===== src/rtl/core/idalloc_pkg.sv =====
// ----------------------------------------------------------------------------
// idalloc_pkg
// Shared types and codes for the identifier allocator with a free queue.
// ----------------------------------------------------------------------------
package idalloc_pkg;

	localparam int unsigned ID_W     = 8;
	localparam int unsigned MAP_MAX  = 256;
	localparam int unsigned STATUS_W = 2;

	typedef enum logic {
		REQ_ALLOC   = 1'b0,
		REQ_RELEASE = 1'b1
	} req_t;

	typedef enum logic [STATUS_W-1:0] {
		ST_OK          = 2'd0,
		ST_BAD_RELEASE = 2'd1,
		ST_EXHAUSTED   = 2'd2
	} status_t;

	typedef struct packed {
		logic            push;
		logic            pop;
		logic [ID_W-1:0] data;
	} fq_ctrl_t;

	typedef struct packed {
		logic            empty;
		logic [ID_W-1:0] head;
	} fq_stat_t;

endpackage


===== src/rtl/core/idalloc_free_queue.sv =====
// ----------------------------------------------------------------------------
// idalloc_free_queue
// Circular queue of released identifiers with a registered head read and a
// write-to-head bypass, so the oldest entry is ready in every cycle.
// ----------------------------------------------------------------------------
module idalloc_free_queue import idalloc_pkg::*; #(
	parameter int unsigned DEPTH = 256
) (
	input  logic     clk,
	input  logic     arst_n,
	input  fq_ctrl_t ctrl,
	output fq_stat_t stat
);

	localparam int unsigned PTR_W = (DEPTH > 1) ? $clog2(DEPTH) : 1;
	localparam int unsigned CNT_W = $clog2(DEPTH + 1);

	logic [ID_W-1:0]  mem [DEPTH];
	logic [PTR_W-1:0] head_q;
	logic [PTR_W-1:0] tail_q;
	logic [CNT_W-1:0] count_q;
	logic [ID_W-1:0]  rd_q;
	logic             byp_q;
	logic [ID_W-1:0]  byp_data_q;

	logic             push_ok;
	logic [PTR_W-1:0] head_nxt;
	logic [PTR_W-1:0] tail_inc;
	logic [PTR_W-1:0] head_inc;

	assign push_ok  = ctrl.push && (count_q != CNT_W'(DEPTH));
	assign head_inc = (head_q == PTR_W'(DEPTH - 1)) ? '0 : head_q + 1'b1;
	assign tail_inc = (tail_q == PTR_W'(DEPTH - 1)) ? '0 : tail_q + 1'b1;
	assign head_nxt = ctrl.pop ? head_inc : head_q;

	assign stat.empty = (count_q == '0);
	assign stat.head  = byp_q ? byp_data_q : rd_q;

	always_ff @(posedge clk or negedge arst_n) begin
		if (!arst_n) begin
			head_q  <= '0;
			tail_q  <= '0;
			count_q <= '0;
			byp_q   <= 1'b0;
		end else begin
			head_q <= head_nxt;
			if (push_ok) begin
				tail_q <= tail_inc;
			end
			if (push_ok && !ctrl.pop) begin
				count_q <= count_q + 1'b1;
			end else if (!push_ok && ctrl.pop) begin
				count_q <= count_q - 1'b1;
			end
			byp_q <= push_ok && (tail_q == head_nxt);
		end
	end

	always_ff @(posedge clk) begin
		if (push_ok) begin
			mem[tail_q] <= ctrl.data;
		end
		rd_q       <= mem[head_nxt];
		byp_data_q <= ctrl.data;
	end

endmodule


===== src/rtl/core/id_allocator_free_list_top.sv =====
// ----------------------------------------------------------------------------
// id_allocator_free_list_top
// Identifier allocator: allocate from a free queue, else from a high-water
// counter; release back into the queue after a check of the used bitmap.
// ----------------------------------------------------------------------------
// channel  dir  tdata                  tuser
// s_axis   in   [7:0] target_id        [0] req_type
// m_axis   out  [7:0] granted_id       [1:0] status
//
// One request per cycle while the result side accepts; a request that is taken
// loads the input register and then moves on into the result register, which
// drives m_axis.
// The bitmap, queue pointers and counters are cleared by reset at once;
// no clearing pass.
// A stalled result holds the result register and, behind it, the input
// register; nothing is lost or repeated.
// ----------------------------------------------------------------------------
module id_allocator_free_list_top import idalloc_pkg::*; #(
	parameter int unsigned ID_COUNT = 256
) (
	input  logic                clk,
	input  logic                arst_n,
	input  logic                s_axis_tvalid,
	output logic                s_axis_tready,
	input  logic [ID_W-1:0]     s_axis_tdata,  // [7:0] target_id
	input  logic                s_axis_tuser,  // [0] req_type
	output logic                m_axis_tvalid,
	input  logic                m_axis_tready,
	output logic [ID_W-1:0]     m_axis_tdata,  // [7:0] granted_id
	output logic [STATUS_W-1:0] m_axis_tuser   // [1:0] status
);

	localparam int unsigned MAP_DEPTH = (ID_COUNT < MAP_MAX) ? ID_COUNT : MAP_MAX;
	localparam int unsigned MAP_W     = $clog2(MAP_DEPTH);
	localparam int unsigned FRESH_W   = $clog2(ID_COUNT + 1);

	logic                 s1_valid_q;
	req_t                 req_s1;
	logic [ID_W-1:0]      target_s1;

	logic                 out_valid_q;
	logic [ID_W-1:0]      granted_s2;
	status_t              status_s2;

	logic [MAP_DEPTH-1:0] used_q;
	logic [FRESH_W-1:0]   fresh_q;

	fq_ctrl_t             fq_ctrl;
	fq_stat_t             fq_stat;

	logic                 fire;
	logic                 tgt_in_range;
	logic                 rel_hit;
	logic                 fresh_avail;
	logic                 fresh_mapped;
	logic                 take_fresh;
	logic                 set_en;
	logic [MAP_W-1:0]     set_idx;
	logic                 clr_en;
	logic [ID_W-1:0]      granted_d;
	status_t              status_d;

	assign fire          = s1_valid_q && (!out_valid_q || m_axis_tready);
	assign s_axis_tready = !s1_valid_q || fire;

	assign tgt_in_range = ({1'b0, target_s1} < (ID_W + 1)'(MAP_DEPTH));
	assign rel_hit      = tgt_in_range && used_q[target_s1[MAP_W-1:0]];
	assign fresh_avail  = (fresh_q != FRESH_W'(ID_COUNT));
	assign fresh_mapped = (fresh_q < FRESH_W'(MAP_DEPTH));

	always_comb begin
		fq_ctrl.push = 1'b0;
		fq_ctrl.pop  = 1'b0;
		fq_ctrl.data = target_s1;
		take_fresh   = 1'b0;
		set_en       = 1'b0;
		set_idx      = fq_stat.head[MAP_W-1:0];
		clr_en       = 1'b0;
		granted_d    = '0;
		status_d     = ST_OK;
		if (req_s1 == REQ_RELEASE) begin
			if (rel_hit) begin
				clr_en       = fire;
				fq_ctrl.push = fire;
			end else begin
				status_d = ST_BAD_RELEASE;
			end
		end else if (!fq_stat.empty) begin
			fq_ctrl.pop = fire;
			set_en      = fire;
			granted_d   = fq_stat.head;
		end else if (fresh_avail) begin
			take_fresh = fire;
			set_en     = fire && fresh_mapped;
			set_idx    = fresh_q[MAP_W-1:0];
			granted_d  = ID_W'(fresh_q);
		end else begin
			status_d = ST_EXHAUSTED;
		end
	end

	idalloc_free_queue #(
		.DEPTH(MAP_DEPTH)
	) u_free_queue (
		.clk   (clk),
		.arst_n(arst_n),
		.ctrl  (fq_ctrl),
		.stat  (fq_stat)
	);

	always_ff @(posedge clk or negedge arst_n) begin
		if (!arst_n) begin
			s1_valid_q  <= 1'b0;
			out_valid_q <= 1'b0;
			used_q      <= '0;
			fresh_q     <= '0;
		end else begin
			if (s_axis_tready) begin
				s1_valid_q <= s_axis_tvalid;
			end
			if (fire) begin
				out_valid_q <= 1'b1;
			end else if (m_axis_tready) begin
				out_valid_q <= 1'b0;
			end
			if (set_en) begin
				used_q[set_idx] <= 1'b1;
			end
			if (clr_en) begin
				used_q[target_s1[MAP_W-1:0]] <= 1'b0;
			end
			if (take_fresh) begin
				fresh_q <= fresh_q + 1'b1;
			end
		end
	end

	always_ff @(posedge clk) begin
		if (s_axis_tready && s_axis_tvalid) begin
			req_s1    <= req_t'(s_axis_tuser);
			target_s1 <= s_axis_tdata;
		end
		if (fire) begin
			granted_s2 <= granted_d;
			status_s2  <= status_d;
		end
	end

	assign m_axis_tvalid = out_valid_q;
	assign m_axis_tdata  = granted_s2;
	assign m_axis_tuser  = status_s2;

endmodule


===== config.mk =====
export PLATFORM = sky130hd
export DESIGN_NAME = id_allocator_free_list_top
export DESIGN_NICKNAME = d
export VERILOG_FILES = /design/src/rtl/core/idalloc_pkg.sv /design/src/rtl/core/idalloc_free_queue.sv /design/src/rtl/core/id_allocator_free_list_top.sv
export SDC_FILE = /design/constraint.sdc
export NUM_CORES = 2
export LEC_CHECK = 0
export ABC_AREA = 1
export BUFFER_PORTS_ARGS = -buffer_cell sky130_fd_sc_hd__buf_2
export CAP_MARGIN = 20
export CORE_UTILIZATION = 65
export CTS_BUF_LIST = sky130_fd_sc_hd__clkbuf_8
export DETAILED_ROUTE_END_ITERATION = 7
export GPL_TIMING_DRIVEN = 0
export PLACE_DENSITY_LB_ADDON = 0.05
export REMOVE_ABC_BUFFERS = 1
export SKIP_LAST_GASP = 1
export SLEW_MARGIN = 0
export SYNTH_ARGS = -nofsm -noshare
export SYNTH_HDL_FRONTEND = slang
export SYNTH_SLANG_ARGS = --single-unit

===== constraint.sdc =====
create_clock -name clk -period 17.12 [get_ports clk]
set_input_delay 0 -clock clk [delete_from_list [all_inputs] [get_ports clk]]
set_output_delay 0 -clock clk [all_outputs]
set_load 0.03 [all_outputs]

==> impl_metrics.toml <==
[worst_setup_path]
arrival_ns = 8.35
path_max_fanout = 138
start_kind = "flop"
end_kind = "flop"
crit_top_cell = "nor2_1"
crit_type = "reg2reg"
reg2reg_depth = 32
required_ns = 18.12
slowest_stage = "edfxtp_1"
slowest_delay_ns = 0.77

[cts]
ctsHoldBuffers = 27
clock-sinks = 2376
cts-root-buf = "clkbuf_8"
cts_tree = "done"
post_cts_resize_count = 0
cts_max_level = 5
clkLatencyLatePin_ns = 1.10
clockBufferDepth = 4
cts_inserted_buffers = 389
postCtsSetupBuffers = 0
path_clk_slew_ns = 0.08

[pwr]
power.internal_w = 0.0106
pwr-share-clk = 0.263
p_total_w = 0.0171
combPwrFrac = 0.349
p_sw_w = 0.00645
p_leak_nw = 49.6
power_frac_seq = 0.388
power_density_nw_per_um2 = 143
p_sw_frac = 0.377
max-vdd-ir-drop_v = 0.000146

[detailed_routing]
drt_pass1_iterations = 8
drc = 4
drtIter0Drc = 10029
route.detailed.wl_per_inst_um = 22.1
postRouteWirelength_mm = 290
vias_per_cell = 5.92
drtAntennaViolNets = 0
via_count = 77602

[logic_synthesis]
yosysTopAreaCell = "edfxtp_1"
ys_ff_latch = 2376
ys_seq_area_frac = 0.655
synth_area_sq_um = 106000
yosysWarnings = 0
synthArstFlopShare = 0.123
synth_common_cells = "nand2_1, edfxtp_1, nand3_1, inv_1, nor2_1"
ys_types = 51
synth_top_area_frac = 0.583
synth_edf_count = 2067
synth.most_common_cell = "nand2_1"
synthTopCellsByArea = "edfxtp_1, nand2_1, nand3_1, dfrtp_1, inv_1"
dominantRegCellSynth = "edfxtp_1"
avgSynthCellArea_sq_um = 10.0
synthCells = 10629

[layout]
final_nets = 10677
area_growth_pct = 12.0
fin_util = 0.733
drive_above_1_share = 0.0733
layout.cells.non_filler = 13116

[sta]
setup_violations = 0
period_share = 0.429
skew_ns = 0.0642
rsz0062_at_grt = "no"
slew_violations = 0
setup-tns-final_ns = 0
max_slew_margin = 0.195
max_freq_ghz = 0.136
worstMarginPinSlew_ns = 1.21
final.min_clock_period_ns = 7.35
hold_viol_final = 0

[status]
failed_checks = "design-rule violations"
status = "complete, but fails checks"

[floorplanning]
start_util = 0.655
die_height_um = 407
fp-row-count = 148
dieArea_sq_um = 165000
coreArea_sq_um = 163000
fp.dieW_um = 407
ios = 25

[place]
hpwlAfterDp_mm = 176
port_buffers = 24
place_congestion = 0.875
dp.cells = 12400

[global_routing]
grt_pass1_wl_mm = 435
antenna_found_initial = 6
overflow = 0
grt_max_degree = 163
grt_pass1_vias = 73697
grt_usage = 0.350

[run]
maxCapViolations = 0

[hold_path]
hp-class = "in2async"
state kept, by name (all words and copies together), names as in the netlist:
register                 cells
fresh_q                      9
m_axis_tdata                 8
m_axis_tuser                 2
m_axis_tvalid                1
req_s1                       1
s1_valid_q                   1
target_s1                    8
u_free_queue.byp_data_q      8
u_free_queue.byp_q           1
u_free_queue.count_q         9
u_free_queue.head_q          8
u_free_queue.mem          2048
u_free_queue.rd_q            8
u_free_queue.tail_q          8
used_q                     256
layer usage:
metal / global-route usage / part of all wire
met1: 0.470 / 0.38
met2: 0.546 / 0.47
met3: 0.0672 / 0.099
met4: 0.181 / 0.050
met5: 0 / 0.00011
worst paths after layout:
kind,endpoint,slack [ns],start
worst min-delay path,used_q[111],0.14,arst_n
min in group clk,target_s1[5],0.18,s_axis_tdata[5]
worst min register to register,u_free_queue.count_q[0],0.50,u_free_queue.count_q[0]
worst max-delay path,u_free_queue.count_q[7],9.77,target_s1[1]
worst max register to register,u_free_queue.count_q[7],9.77,target_s1[1]
max in group asynchronous,used_q[120],16.42,arst_n
cells by family after synthesis:
logic type                 synth area share
AOI/OAI and AO/OA                    0.0531
xor gates and xnor gates            0.00188
adders and majority gates           0.00207
buffers and inverters                0.0847
DFF                                   0.655
muxes                              0.000188
and+or+nand+nor                       0.203
critical path: cells and delay by family (launching register included):
family,cells,cell delay [ns]
buffers and inverters,7,2.26
and+or+nand+nor,14,2.10
AOI/OAI and AO/OA,9,1.21
DFF,1,0.77
adders and majority gates,2,0.62
placed cells by master, fill, tap and decap left out, types with 10 or more instances in the layout:
| cell | n |
|---|---|
| nand3_1 | 1771 |
| o211ai_1 | 64 |
| nor2_2 | 10 |
| nor2_1 | 548 |
| buf_12 | 55 |
| o21ai_1 | 64 |
| nand4_1 | 17 |
| a31oi_1 | 230 |
| edfxtp_1 | 2067 |
| o21ai_0 | 154 |
| buf_16 | 143 |
| clkinv_1 | 82 |
| nand2_1 | 2615 |
| inv_1 | 1714 |
| buf_8 | 27 |
| xor2_1 | 19 |
| a21oi_1 | 204 |
| o21bai_1 | 53 |
| inv_2 | 14 |
| dfxtp_1 | 16 |
| dlygate4sd3_1 | 26 |
| dfrtp_1 | 293 |
| clkinv_2 | 39 |
| ha_1 | 16 |
| buf_2 | 23 |
| a22oi_1 | 128 |
| clkbuf_8 | 412 |
| nand4_4 | 13 |
| nand3b_1 | 16 |
area by class of cell:
| type | count | area (sq um) |
|---|---|---|
| Antenna cell | 6 | 15.0 |
| Clock buffer | 411 | 5660 |
| Clock inverter | 268 | 1230 |
| Fill cell | 11302 | 43400 |
| Inverter | 1594 | 5990 |
| Multi-Input combinational cell | 6006 | 28000 |
| Sequential cell | 2376 | 69700 |
| Tap cell | 2175 | 2720 |
| Timing Repair Buffer | 280 | 5890 |
through the flow:
stage	hold slack (ns)	worst slack, ns	area, sq um
floorplan	-0.296	-12.60	103000
global placement	0.178	-41.89	106000
detailed placement	0.0407	10.05	112000
CTS	0.0284	10.01	119000
global route	0.184	9.40	119000
finish	0.143	9.77	119000
power by group through the flow:
| stage | combinational (W) | sequential, W | clock [W] |
|---|---|---|---|
| 2_1_floorplan | 0.00540 | 0.00679 | 0 |
| 6_report | 0.00596 | 0.00662 | 0.00450 |
| 5_1_grt | 0.00642 | 0.00664 | 0.00476 |
| 3_3_place_gp | 0.00744 | 0.00691 | 0 |
| 3_5_place_dp | 0.00583 | 0.00673 | 0 |
| 4_1_cts | 0.00586 | 0.00662 | 0.00453 |
Note: power is estimated with default switching activity, not from simulation.
